==> src/rtl/core/acs_pkg.sv <==
`timescale 1ns / 1ps
`default_nettype none

package acs_pkg;

  localparam int MAX_PARTIALS = 64;
  localparam int PHASE_BITS   = 12;

  localparam int IDX_W    = $clog2(MAX_PARTIALS);
  localparam int FREQ_W   = 24;
  localparam int AMP_W    = 20;
  localparam int TIME_W   = 32;
  localparam int SAMPLE_W = 32;
  localparam int NUMP_W   = 7;
  localparam int LOUD_W   = 16;
  // fractional bits of frequency * time (Q16.8 times Q12.20)
  localparam int FRAC_W   = 28;
  localparam int COS_W    = 15;
  localparam int PROD_W   = AMP_W + COS_W;
  localparam int ACC_W    = PROD_W + IDX_W + 1;
  localparam int SCL_W    = ACC_W + LOUD_W + 1;
  localparam int SHIFT    = 24;
  localparam int SH_W     = SCL_W - SHIFT;
  localparam int COS_QTR  = 2 ** (PHASE_BITS - 2);
  localparam int ROM_AW   = PHASE_BITS - 1;
  localparam int PADDR_W  = 3;
  localparam int PDATA_W  = 32;

  localparam logic OP_LOAD = 1'b0;
  localparam logic OP_EVAL = 1'b1;

  localparam logic CFG_NUM_PARTIALS = 1'b0;
  localparam logic CFG_LOUDNESS     = 1'b1;

  localparam logic [NUMP_W-1:0] NUMP_RESET = NUMP_W'(1);
  localparam logic [LOUD_W-1:0] LOUD_RESET = LOUD_W'(4096);

  localparam logic [63:0] HALF_PI_Q62 = 64'h6487ED5110B4611A;
  localparam logic [63:0] ONE_Q62     = 64'h4000000000000000;

  typedef struct packed {
    logic                    opcode;
    logic [IDX_W-1:0]        partial_index;
    logic [FREQ_W-1:0]       frequency;
    logic [AMP_W-1:0]        intensity;
    logic [TIME_W-1:0]       time_point;
  } req_t;

  typedef struct packed {
    logic signed [SAMPLE_W-1:0] sample;
    logic                       clipped;
  } rsp_t;

  typedef struct packed {
    logic [FREQ_W-1:0] freq;
    logic [AMP_W-1:0]  amp;
  } entry_t;

  // per-partial tag that travels down the pipeline
  typedef struct packed {
    logic live;
    logic last;
    logic minus;
  } tok_t;

  typedef logic [COS_W-1:0] cos_rom_t [0:COS_QTR];

  function automatic logic [63:0] mul_q62(input logic [63:0] a, input logic [63:0] b);
    logic [127:0] p;
    p = 128'(a) * 128'(b);
    return p[125:62];
  endfunction

  // round(32767 * cos(pi/2 * p / COS_QTR)) by a Taylor series up to the x^28 term in Q62
  function automatic logic [COS_W-1:0] quarter_cos(input logic [63:0] p);
    logic [63:0] mask;
    logic [63:0] x;
    logic [63:0] x2;
    logic [63:0] term;
    logic [63:0] sum;
    logic [63:0] c;
    logic [63:0] prod;
    logic [63:0] rnd;
    mask = 64'(COS_QTR - 1);
    x = (HALF_PI_Q62 >> (PHASE_BITS - 2)) * p
        + (((HALF_PI_Q62 & mask) * p) >> (PHASE_BITS - 2));
    x2 = mul_q62(x, x);
    term = ONE_Q62;
    sum = ONE_Q62;
    for (int k = 1; k <= 14; k++) begin
      term = mul_q62(term, x2) / 64'((2 * k - 1) * (2 * k));
      if ((k % 2) == 1) begin
        sum = sum - term;
      end else begin
        sum = sum + term;
      end
    end
    c = (sum > ONE_Q62) ? ONE_Q62 : sum;
    prod = (c >> 31) * 64'd32767 + (((c & 64'h7FFFFFFF) * 64'd32767) >> 31);
    rnd = (prod + 64'h40000000) >> 31;
    return rnd[COS_W-1:0];
  endfunction

  function automatic cos_rom_t build_cos_rom();
    cos_rom_t r;
    for (int i = 0; i <= COS_QTR; i++) begin
      r[i] = quarter_cos(64'(i));
    end
    return r;
  endfunction

endpackage

`default_nettype wire

==> src/rtl/core/acs_table.sv <==
`timescale 1ns / 1ps
`default_nettype none

module acs_table (
  input  wire                   clk,
  input  wire                   wr_en,
  input  wire [acs_pkg::IDX_W-1:0] wr_addr,
  input  acs_pkg::entry_t       wr_data,
  input  wire                   rd_en,
  input  wire [acs_pkg::IDX_W-1:0] rd_addr,
  output acs_pkg::entry_t       rd_data
);
  import acs_pkg::*;

  entry_t mem [0:MAX_PARTIALS-1];

  always_ff @(posedge clk) begin
    if (wr_en) begin
      mem[wr_addr] <= wr_data;
    end
  end

  always_ff @(posedge clk) begin
    if (rd_en) begin
      rd_data <= mem[rd_addr];
    end
  end

endmodule

`default_nettype wire

==> config.mk <==
export PLATFORM = sky130hd
export DESIGN_NAME = acs_table
export DESIGN_NICKNAME = d
export VERILOG_FILES = /design/src/rtl/core/acs_pkg.sv /design/src/rtl/core/acs_table.sv
export SDC_FILE = /design/constraint.sdc
export NUM_CORES = 2
export LEC_CHECK = 0
export ABC_AREA = 1
export CAP_MARGIN = 25
export CELL_PAD_IN_SITES_DETAIL_PLACEMENT = 0
export CELL_PAD_IN_SITES_GLOBAL_PLACEMENT = 2
export CORE_AREA = 4 4 541 543
export CTS_BUF_LIST = sky130_fd_sc_hd__clkbuf_4
export DETAILED_ROUTE_END_ITERATION = 8
export DIE_AREA = 0 0 545 547
export DONT_BUFFER_PORTS = 1
export PLACE_DENSITY_LB_ADDON = 0.1
export SLEW_MARGIN = 20
export SYNTH_ARGS = -nofsm -noshare
export SYNTH_HDL_FRONTEND = slang
export SYNTH_SLANG_ARGS = --single-unit
==> constraint.sdc <==
create_clock -name clk -period 6.5 [get_ports clk]
set_input_delay 0.65 -clock clk [delete_from_list [all_inputs] [get_ports clk]]
set_output_delay 0.65 -clock clk [all_outputs]
set_load 0.05 [all_outputs]
==> impl_metrics.py <==
metrics = {
    "grt": {
        "grt_pass1_wl_um": 585600,
        "grt_pass1_vias": 75289,
        "grt_overflow": 0,
        "grt_max_degree": 1106,
        "track_usage_pct": 27.74,
        "antenna_found_initial": 43,
    },
    "floorplan": {
        "num_rows": 197,
        "die_w_um": 545,
        "io_pins": 103,
        "dieHeight_um": 547,
        "start_util_pct": 39.94,
        "coreArea_um2": 287700,
        "dieArea_um2": 298100,
    },
    "logic_synthesis": {
        "synth_fp_nets": 9342,
        "synth_cell_types": 18,
        "synthesis.area_um2": 114900,
        "synth_compound_area_share_pct": 0,
        "ys_warn_count": 0,
        "postSynthCellCount": 9283,
        "synth-seq-cells": 2860,
        "synthTopCellsByArea": "edfxtp_1 (75%), nand3_1 (11%), nand2_1 (10%)",
        "synth_top_area_share_pct": 74.75,
        "synthAdderAreaFrac_pct": 0,
        "async_flop_share_pct": 0,
        "muxShareOfSynthArea_pct": 0,
        "synth_top_area_cell": "edfxtp_1",
        "seq_area_frac_synth_pct": 74.75,
        "yosysMostFrequentCell": "nand2_1",
        "synth_top_family_by_area": "simple AND/OR/NAND/NOR gates",
        "synth_commonest_cells": "nand2_1 (3,112), edfxtp_1 (2,860), nand3_1 (2,609), buf_2 (319), buf_6 (111)",
        "avgSynthCellArea_um2": 12.38,
        "synth-xor-area-share_pct": 0,
        "synthSimpleGateAreaFrac_pct": 21.81,
        "synth_edf_count": 2860,
        "synth_ff_type": "edfxtp_1",
    },
    "layout": {
        "syn_to_final_growth_pct": 14.18,
        "final_nets": 9861,
        "drive_gt1_share_pct": 15.00,
        "fillers": 26392,
        "design_area_um2": 131200,
        "regArea_um2": 85880,
        "multi_input_area_um2": 25530,
    },
    "placement": {
        "place_area_um2": 118100,
        "hpwl_um": 193400,
        "gp_congestion": 0.7668,
        "io_buffer_count": 0,
    },
    "drt": {
        "routed_wirelength_um": 421400,
        "wl_per_cell_um": 29.75,
        "drt_iter0_drc": 8315,
        "postRouteAntennaNets": 0,
        "vias": 78150,
        "drtPass1Iterations": 6,
        "vias_per_cell": 5.517,
        "drc": 0,
    },
    "setup_path": {
        "worstSetupEndpointType": "flip-flop",
        "critical_path_class": "primary input to flip-flop",
        "cp-endpoint": "rd_data[20]$_DFFE_PP_",
        "worstReg2RegEnd": "rd_data[20]$_DFFE_PP_",
        "crit_path_start_kind": "primary input",
        "crit_start": "rd_addr[1]",
        "critPathRequiredTime_ps": 7780,
        "worst-path-max-fanout": 358,
        "arrival_ps": 8220,
        "reg2reg_slack_ps": 1960,
        "ff2ff_path_depth": 14,
        "reg2reg_from": "mem[55][20]$_DFFE_PP_",
    },
    "status": {
        "violations": "max-slew violations, negative setup slack",
        "outcome": "finished, violations left",
    },
    "sta": {
        "worst_slew_pin_slew_ps": 3444,
        "fin_skew_ps": 97.56,
        "fmax_mhz": 144.2,
        "final.min_clock_period_ps": 6936,
        "fin_crit_sh_pct": 106.7,
        "rsz0062_at_grt": "no",
        "hold_viol_final": 0,
        "drv_slew": 335,
        "fin_ws_ps": -435.8,
        "finalSetupViolCount": 2,
        "maxSlewHeadroom_pct": -129.6,
    },
    "clocking": {
        "numCtsBuffers": 762,
        "post_cts_buffers": 0,
        "cts.sinks": 2860,
        "root_buffer": "clkbuf_4",
        "path_clk_slew_ps": 60,
        "cts_tree": "built",
        "clk_latency_ps": 1570,
        "cts_resized": 0,
        "htreeDepth": 6,
        "cts_buffer_depth": 4,
    },
    "power_and_ir_drop": {
        "p_comb_share_pct": 6.3,
        "p_leak_nw": 46.75,
        "ir_worst_vdd_v": 0.0001848,
        "p_int_mw": 29.63,
        "seqPwrFrac_pct": 52.6,
        "fin_total_pwr_mw": 39.22,
        "power.clock.fraction_pct": 41.1,
        "p_switching_mw": 9.598,
        "switching_share_pct": 24.47,
        "powerDensity_nw_per_um2": 299.0,
    },
    "hold_path": {
        "hold_class": "primary input to flip-flop",
        "holdCritStartpoint": "rd_addr[2]",
    },
    "job": {
        "maxCapViolations": 0,
    },
}
-- placed cells by master (no fill, tap or decap), drive strengths merged --
master,synthesis,final
buf,530,252
bufinv,0,8
clkbuf,87,1175
clkinv,2,122
clkinvlp,0,12
diode,0,10
dlygate4sd3,0,119
edfxtp,2860,2860
inv,10,32
nand2,3112,3112
nand3,2609,2609
nand4,9,9
nor2,56,56
nor4,8,8
-- worst min path at each step --
| stage | endpoint | slack [ps] | depth (start not counted) |
|---|---|---|---|
| 3_5_place_dp | mem[57][8]$_DFFE_PP_ | 750 | 0 |
| 6_report | rd_data[13]$_DFFE_PP_ | 60 | 7 |
| 2_1_floorplan | mem[0][0]$_DFFE_PP_ | 750 | 0 |
| 3_3_place_gp | mem[58][8]$_DFFE_PP_ | 750 | 0 |
| 5_1_grt | rd_data[13]$_DFFE_PP_ | 50 | 7 |
| 4_1_cts | rd_data[41]$_DFFE_PP_ | 0.1 | 7 |
-- flip-flops by register name, summed over array words and instances (netlist names) --
signal,count
rd_data,44
mem,2816
-- kinds of logic after synthesis --
| group | Yosys count |
|---|---|
| AND/OR/NAND/NOR | 5794 |
| flip-flops | 2860 |
| buffers and inverters | 629 |
-- what timing repair did --
| item | CTS | global route |
|---|---|---|
| hold endpoints to repair | 3660 | 4 |
| setup endpoints to repair | 0 | 1 |
| hold buffers | 179 | 1 |
-- worst max-delay path, cell delays in order --
cell and delay, ps:
inv_8 1940, nand3_1 170, nand3_1 130, dlygate4sd3_1 560, nand3_1 70, dlygate4sd3_1 580, nand3_1 80, dlygate4sd3_1 560
nand2_1 50, dlygate4sd3_1 550, nand2_1 50, dlygate4sd3_1 550, nand2_1 50, dlygate4sd3_1 560
-- power groups by stage --
stage | Sequential [mW] | Combinational (mW) | Clock [mW]
after CTS | 20.6 | 2.33 | 16.5
final | 20.6 | 2.48 | 16.1
after global routing | 20.6 | 2.67 | 17.6
after global placement | 21.0 | 1.54 | 0
after detailed placement | 21.0 | 1.55 | 0
after floorplan | 21.0 | 1.31 | 0
-- metrics by stage --
step	hold WS [ps]	instances	worst slack [ps]	utilization, %	TNS (ps)
after floorplan	748.9	9283	538.1	-	0
after global placement	752.8	12618	2618	41.02	0
after detailed placement	752.9	12623	2534	41.06	0
after CTS	0.1176	14138	1606	45.45	0
after global routing	49.25	14158	57.78	45.60	0
final	61.74	14165	-435.8	45.61	-805.2
-- final cells by class --
cell class / instances / area share [%]
Clock inverter: 162 / 0.7773
Sequential cell: 2860 / 65.47
Antenna cell: 10 / 0.01907
Inverter: 12 / 0.07725
Clock buffer: 1174 / 6.718
Tap cell: 3781 / 3.606
Timing Repair Buffer: 372 / 3.880
Multi-Input combinational cell: 5794 / 19.46
-- routing by layer --
layer | global-route usage [%] | up-vias | wire, um
met1 | 39.06 | 39647 | 182600
met4 | 7.524 | 14 | 10600
met5 | 0 | - | 91
li1 | - | 34739 | -
met2 | 44.67 | 3109 | 198800
met3 | 4.583 | 641 | 29350
Power figures use the tool's default switching activity.
