==> src/rtl/core/acs_pkg.sv <==
`timescale 1ns / 1ps
`default_nettype none

package acs_pkg;

  localparam int MAX_PARTIALS = 64;
  localparam int PHASE_BITS   = 12;

  localparam int IDX_W    = $clog2(MAX_PARTIALS);
  localparam int FREQ_W   = 24;
  localparam int AMP_W    = 20;
  localparam int TIME_W   = 32;
  localparam int SAMPLE_W = 32;
  localparam int NUMP_W   = 7;
  localparam int LOUD_W   = 16;
  // fractional bits of frequency * time (Q16.8 times Q12.20)
  localparam int FRAC_W   = 28;
  localparam int COS_W    = 15;
  localparam int PROD_W   = AMP_W + COS_W;
  localparam int ACC_W    = PROD_W + IDX_W + 1;
  localparam int SCL_W    = ACC_W + LOUD_W + 1;
  localparam int SHIFT    = 24;
  localparam int SH_W     = SCL_W - SHIFT;
  localparam int COS_QTR  = 2 ** (PHASE_BITS - 2);
  localparam int ROM_AW   = PHASE_BITS - 1;
  localparam int PADDR_W  = 3;
  localparam int PDATA_W  = 32;

  localparam logic OP_LOAD = 1'b0;
  localparam logic OP_EVAL = 1'b1;

  localparam logic CFG_NUM_PARTIALS = 1'b0;
  localparam logic CFG_LOUDNESS     = 1'b1;

  localparam logic [NUMP_W-1:0] NUMP_RESET = NUMP_W'(1);
  localparam logic [LOUD_W-1:0] LOUD_RESET = LOUD_W'(4096);

  localparam logic [63:0] HALF_PI_Q62 = 64'h6487ED5110B4611A;
  localparam logic [63:0] ONE_Q62     = 64'h4000000000000000;

  typedef struct packed {
    logic                    opcode;
    logic [IDX_W-1:0]        partial_index;
    logic [FREQ_W-1:0]       frequency;
    logic [AMP_W-1:0]        intensity;
    logic [TIME_W-1:0]       time_point;
  } req_t;

  typedef struct packed {
    logic signed [SAMPLE_W-1:0] sample;
    logic                       clipped;
  } rsp_t;

  typedef struct packed {
    logic [FREQ_W-1:0] freq;
    logic [AMP_W-1:0]  amp;
  } entry_t;

  // per-partial tag that travels down the pipeline
  typedef struct packed {
    logic live;
    logic last;
    logic minus;
  } tok_t;

  typedef logic [COS_W-1:0] cos_rom_t [0:COS_QTR];

  function automatic logic [63:0] mul_q62(input logic [63:0] a, input logic [63:0] b);
    logic [127:0] p;
    p = 128'(a) * 128'(b);
    return p[125:62];
  endfunction

  // round(32767 * cos(pi/2 * p / COS_QTR)) by a Taylor series up to the x^28 term in Q62
  function automatic logic [COS_W-1:0] quarter_cos(input logic [63:0] p);
    logic [63:0] mask;
    logic [63:0] x;
    logic [63:0] x2;
    logic [63:0] term;
    logic [63:0] sum;
    logic [63:0] c;
    logic [63:0] prod;
    logic [63:0] rnd;
    mask = 64'(COS_QTR - 1);
    x = (HALF_PI_Q62 >> (PHASE_BITS - 2)) * p
        + (((HALF_PI_Q62 & mask) * p) >> (PHASE_BITS - 2));
    x2 = mul_q62(x, x);
    term = ONE_Q62;
    sum = ONE_Q62;
    for (int k = 1; k <= 14; k++) begin
      term = mul_q62(term, x2) / 64'((2 * k - 1) * (2 * k));
      if ((k % 2) == 1) begin
        sum = sum - term;
      end else begin
        sum = sum + term;
      end
    end
    c = (sum > ONE_Q62) ? ONE_Q62 : sum;
    prod = (c >> 31) * 64'd32767 + (((c & 64'h7FFFFFFF) * 64'd32767) >> 31);
    rnd = (prod + 64'h40000000) >> 31;
    return rnd[COS_W-1:0];
  endfunction

  function automatic cos_rom_t build_cos_rom();
    cos_rom_t r;
    for (int i = 0; i <= COS_QTR; i++) begin
      r[i] = quarter_cos(64'(i));
    end
    return r;
  endfunction

endpackage

`default_nettype wire

==> src/rtl/core/acs_mix.sv <==
`timescale 1ns / 1ps
`default_nettype none

module acs_mix (
  input  wire                        clk,
  input  wire                        rst,
  input  wire                        in_valid,
  input  acs_pkg::tok_t              in_tok,
  input  wire [acs_pkg::PROD_W-1:0]  in_prod,
  input  wire [acs_pkg::LOUD_W-1:0]  loudness,
  output logic                       res_valid,
  output acs_pkg::rsp_t              res,
  input  wire                        res_take
);
  import acs_pkg::*;

  logic signed [ACC_W-1:0] acc;
  logic signed [ACC_W-1:0] acc_next;
  logic                    fin;
  logic                    scl_valid;
  logic signed [SCL_W-1:0] scaled;
  logic signed [SH_W-1:0]  sh;
  logic                    in_range;
  rsp_t                    res_next;

  always_comb begin
    if (in_tok.minus) begin
      acc_next = acc - $signed(ACC_W'(in_prod));
    end else begin
      acc_next = acc + $signed(ACC_W'(in_prod));
    end
  end

  // floor shift is an arithmetic shift of the two's complement product
  assign sh = scaled[SCL_W-1:SHIFT];
  assign in_range = (&sh[SH_W-1:SAMPLE_W-1]) || ~(|sh[SH_W-1:SAMPLE_W-1]);

  always_comb begin
    if (in_range) begin
      res_next.sample = sh[SAMPLE_W-1:0];
      res_next.clipped = 1'b0;
    end else if (sh[SH_W-1]) begin
      res_next.sample = {1'b1, {(SAMPLE_W - 1){1'b0}}};
      res_next.clipped = 1'b1;
    end else begin
      res_next.sample = {1'b0, {(SAMPLE_W - 1){1'b1}}};
      res_next.clipped = 1'b1;
    end
  end

  always_ff @(posedge clk) begin
    if (rst) begin
      acc <= '0;
      fin <= 1'b0;
      scl_valid <= 1'b0;
      res_valid <= 1'b0;
    end else begin
      fin <= in_valid && in_tok.last;
      scl_valid <= fin;
      if (fin) begin
        acc <= '0;
      end else if (in_valid) begin
        acc <= acc_next;
      end
      if (scl_valid) begin
        res_valid <= 1'b1;
      end else if (res_take) begin
        res_valid <= 1'b0;
      end
    end
  end

  always_ff @(posedge clk) begin
    if (fin) begin
      scaled <= SCL_W'(acc) * $signed(SCL_W'({1'b0, loudness}));
    end
    if (scl_valid) begin
      res <= res_next;
    end
  end

endmodule

`default_nettype wire

==> config.mk <==
export PLATFORM = sky130hd
export DESIGN_NAME = acs_mix
export DESIGN_NICKNAME = d
export VERILOG_FILES = /design/src/rtl/core/acs_pkg.sv /design/src/rtl/core/acs_mix.sv
export SDC_FILE = /design/constraint.sdc
export NUM_CORES = 2
export LEC_CHECK = 0
export BUFFER_PORTS_ARGS = -buffer_cell sky130_fd_sc_hd__buf_2
export CORE_UTILIZATION = 25
export CTS_CLUSTER_DIAMETER = 30
export DETAILED_ROUTE_END_ITERATION = 8
export GPL_TIMING_DRIVEN = 0
export PLACE_DENSITY_LB_ADDON = 0.1
export SYNTH_ARGS = -nofsm -noshare
export SYNTH_HDL_FRONTEND = slang
export SYNTH_SLANG_ARGS = --single-unit
==> constraint.sdc <==
create_clock -name clk -period 8.6 [get_ports clk]
set_input_delay 1.72 -clock clk [delete_from_list [all_inputs] [get_ports clk]]
set_output_delay 1.72 -clock clk [all_outputs]
set_load 0.1 [all_outputs]
==> run metrics <==
critical path type=input port to flip-flop; Gate Count Post-Synth=3218; met2 WL=48300 um; CORE AREA=115000 um^2; Remaining DRCs=4; most common cell after layout, fill and taps aside=inv_1; DR pass1 iterations=8; endpoints failing setup=0; cell mode on critical path=fa_1; Die W=343 um; max cap viols=0; clk_lat worst skew=0.51 ns; Worst Path Required=8.83 ns; Rows=124; Synth async-reset ratio=0%; Worst Max-Slew Pin Slew=0.936 ns; Avg Inst Size Synth=9.02 um^2; initial antenna violation count=16; Pwr Density=414 nW/um^2; TritonCTS clock tree=built; CP startpoint kind=input port; final hold slack=0.500 ns; Total Routed Length=102000 um; largest net degree at the start of global routing=32; synthesis-to-finish area growth=10.9%; synthesized area=29000 um^2; Nets=4186; final slew viol count=0; most frequent cells in the layout=733 x inv_1, 628 x fa_1, 475 x nand2_1; Setup TNS=0 ns; fraction of layout cells with a size suffix above 1=5.97%; failing checks=design-rule violations; Hold WC Path Type=flip-flop to flip-flop; maximum fanout along the worst path=11; area of the die=117000 um^2; utilization after layout=28.1%; Post-synth EDFFs=68; GRT Residual Overflow=0; RSZ-0062 raised after global routing=false; met1 wire length=47000 um; Unique masters post-synth=77; CTS Sinks=113; Final min period=8.36 ns; die height=343 um; Post-CTS Hold Fix Bufs=0; Global Route Usage Sum=18.2%; Setup Skew=0.0171 ns; worst vdd ir=0.337 mV; Fill cells=12.4k; FF+latch count, synth=113; met3 WL=4850 um; root buffer cell=clkbuf_16; syn_nets=4081; Fin. Hold Viols=0; slew margin rel.=37.1%; vias=21.2k; vias in the first global route=23.1k; outcome=complete, but fails checks; Worst Setup End Kind=flip-flop; num ports=92; Final ANT Viol Nets=0; Leak=15.7 nW; Tcrit/Tclk final=97.2%; share of the yosys chip area belonging to registers=10.1%; port bufs=83; DRT iter0 DRCs=978; hpwl dp=86600 um; CP Cell Sequence=clkbuf_4 > buf_2 > nand2_1 > fa_1 > fa_1 > fa_1 > inv_1 > fa_1 > fa_1 > inv_1 > fa_1 > inv_1 > ha_1 > a21oi_1 > o21ai_1 > or3b_1 > o211ai_1 > o221ai_4 > or2_1 > a32o_1 > a311oi_1 > xnor2_1; slowest CP cell=fa_1; Initial Utilization=25.3%; CTS buffer count=17; clock buffer depth=2; Routed wire per std cell=21.0 um; Reg clk slew, reported paths=0.06 ns; top layer in use=met5; htree depth=4; total of warnings raised by yosys=0; slowest cell delay on critical path=0.54 ns; Synth Flop Type=edfxtp_1; crit path DAT=8.59 ns; Fmax=120 MHz; Via density=4.38; first-pass GRT wire length=154000 um; setup slack, reg-to-reg=0.72 ns; GPL Wtd Cong=0.834
==> flip-flops by register name, summed over array words and instances (netlist names) <==
| register | count |
|---|---|
| res | 33 |
| fin | 1 |
| res_valid | 1 |
| scl_valid | 1 |
| acc | 42 |
| scaled | 35 |
==> path summary, 6_finish.rpt <==
check / from / endpoint / cells past startpoint
worst max-delay path: loudness[2] / scaled[36]$_DFFE_PP_ / 22
worst min-delay path: res_valid$_SDFFE_PP0P_ / res_valid$_SDFFE_PP0P_ / 2
worst max register to register: acc[11]$_SDFFE_PP0P_ / scaled[36]$_DFFE_PP_ / 21
worst min register to register: res_valid$_SDFFE_PP0P_ / res_valid$_SDFFE_PP0P_ / 2
==> logic make-up (layout without fill, tap and decap cells) <==
family          count (synthesis)  after routing  synth area share [%]
xor+xnor                      108            108                  3.26
mux                            31             31                  1.07
other cells                     0              3                     0
fa+ha+maj                     805            805                  50.9
buf+inv                       881            999                  11.5
flops                         113            113                  10.1
simple gates                  964            964                  16.0
compound gates                316            316                  7.11
==> per-layer routing <==
metal | vias to the layer above | track usage [%]
met2 | 350 | 29.7
li1 | 9890 | -
met4 | 8 | 4.37
met3 | 79 | 3.35
met5 | - | 0
met1 | 10900 | 24.7
==> cell type report <==
cell class | count | area (um^2) | area share, %
timing repair buffer | 86 | 465 | 1.45
inverter | 733 | 2750 | 8.55
clock inverter | 4 | 27.5 | 0.0855
sequential | 113 | 2950 | 9.15
clock buffer | 28 | 602 | 1.87
buffer | 148 | 682 | 2.12
antenna | 3 | 7.51 | 0.0233
tap | 1512 | 1890 | 5.88
multi-input combinational | 2224 | 22800 | 70.9
==> metrics by stage <==
| step | power (mW) | cell area (um^2) | setup WS (ns) | instances |
|---|---|---|---|---|
| global placement | 12.8 | 31300 | -1.54 | 4813 |
| finish | 13.3 | 32200 | 0.244 | 4851 |
| floorplan | 9.00 | 29000 | 0.812 | 3218 |
| detailed placement | 12.6 | 31400 | -1.48 | 4815 |
| CTS | 13.7 | 32100 | 0.00101 | 4847 |
| global route | 15.1 | 32200 | 0.00320 | 4848 |
==> worst max-delay path, delay by kind of cell <==
kind / cells / cell delay (ns)
buf+inv: 5 / 0.82
fa+ha+maj: 7 / 3.34
compound gates: 6 / 1.58
xor+xnor: 1 / 0.15
simple gates: 3 / 0.91
==> synthesized netlist by cell type (all sizes together), types with 7 or more instances <==
cell type	number	area share (%)
xnor2	78	2.4
xor2	30	0.91
nand2b	8	0.17
mux2i	31	1.1
o21ai	50	0.86
and3	18	0.39
a211oi	7	0.18
clkbuf	136	1.8
buf	12	0.25
and2	263	5.7
ha	177	7.6
a21o	69	1.8
nor3	20	0.34
a21oi	106	1.8
o21bai	13	0.34
a31oi	13	0.33
edfxtp	68	7.0
inv	733	9.5
nor2	96	1.2
nand2	476	6.2
fa	628	43
nand4	13	0.28
nand3	22	0.44
nor3b	7	0.20
nand3b	9	0.23
o21a	8	0.21
dfxtp	45	3.1
==> report_power, final <==
part / internal, mW / switching (mW) / total (mW)
Sequential: 1.08 / 0.199 / 1.28
Combinational: 4.29 / 6.99 / 11.3
Clock: 0.474 / 0.296 / 0.770
==> repair_timing <==
action                     4_1_cts  5_1_grt
pin swaps                        0        1
buffers inserted                 0        1
gates resized for setup         45       75
setup endpoints to repair       31       12
Power figures use the tool's default switching activity.
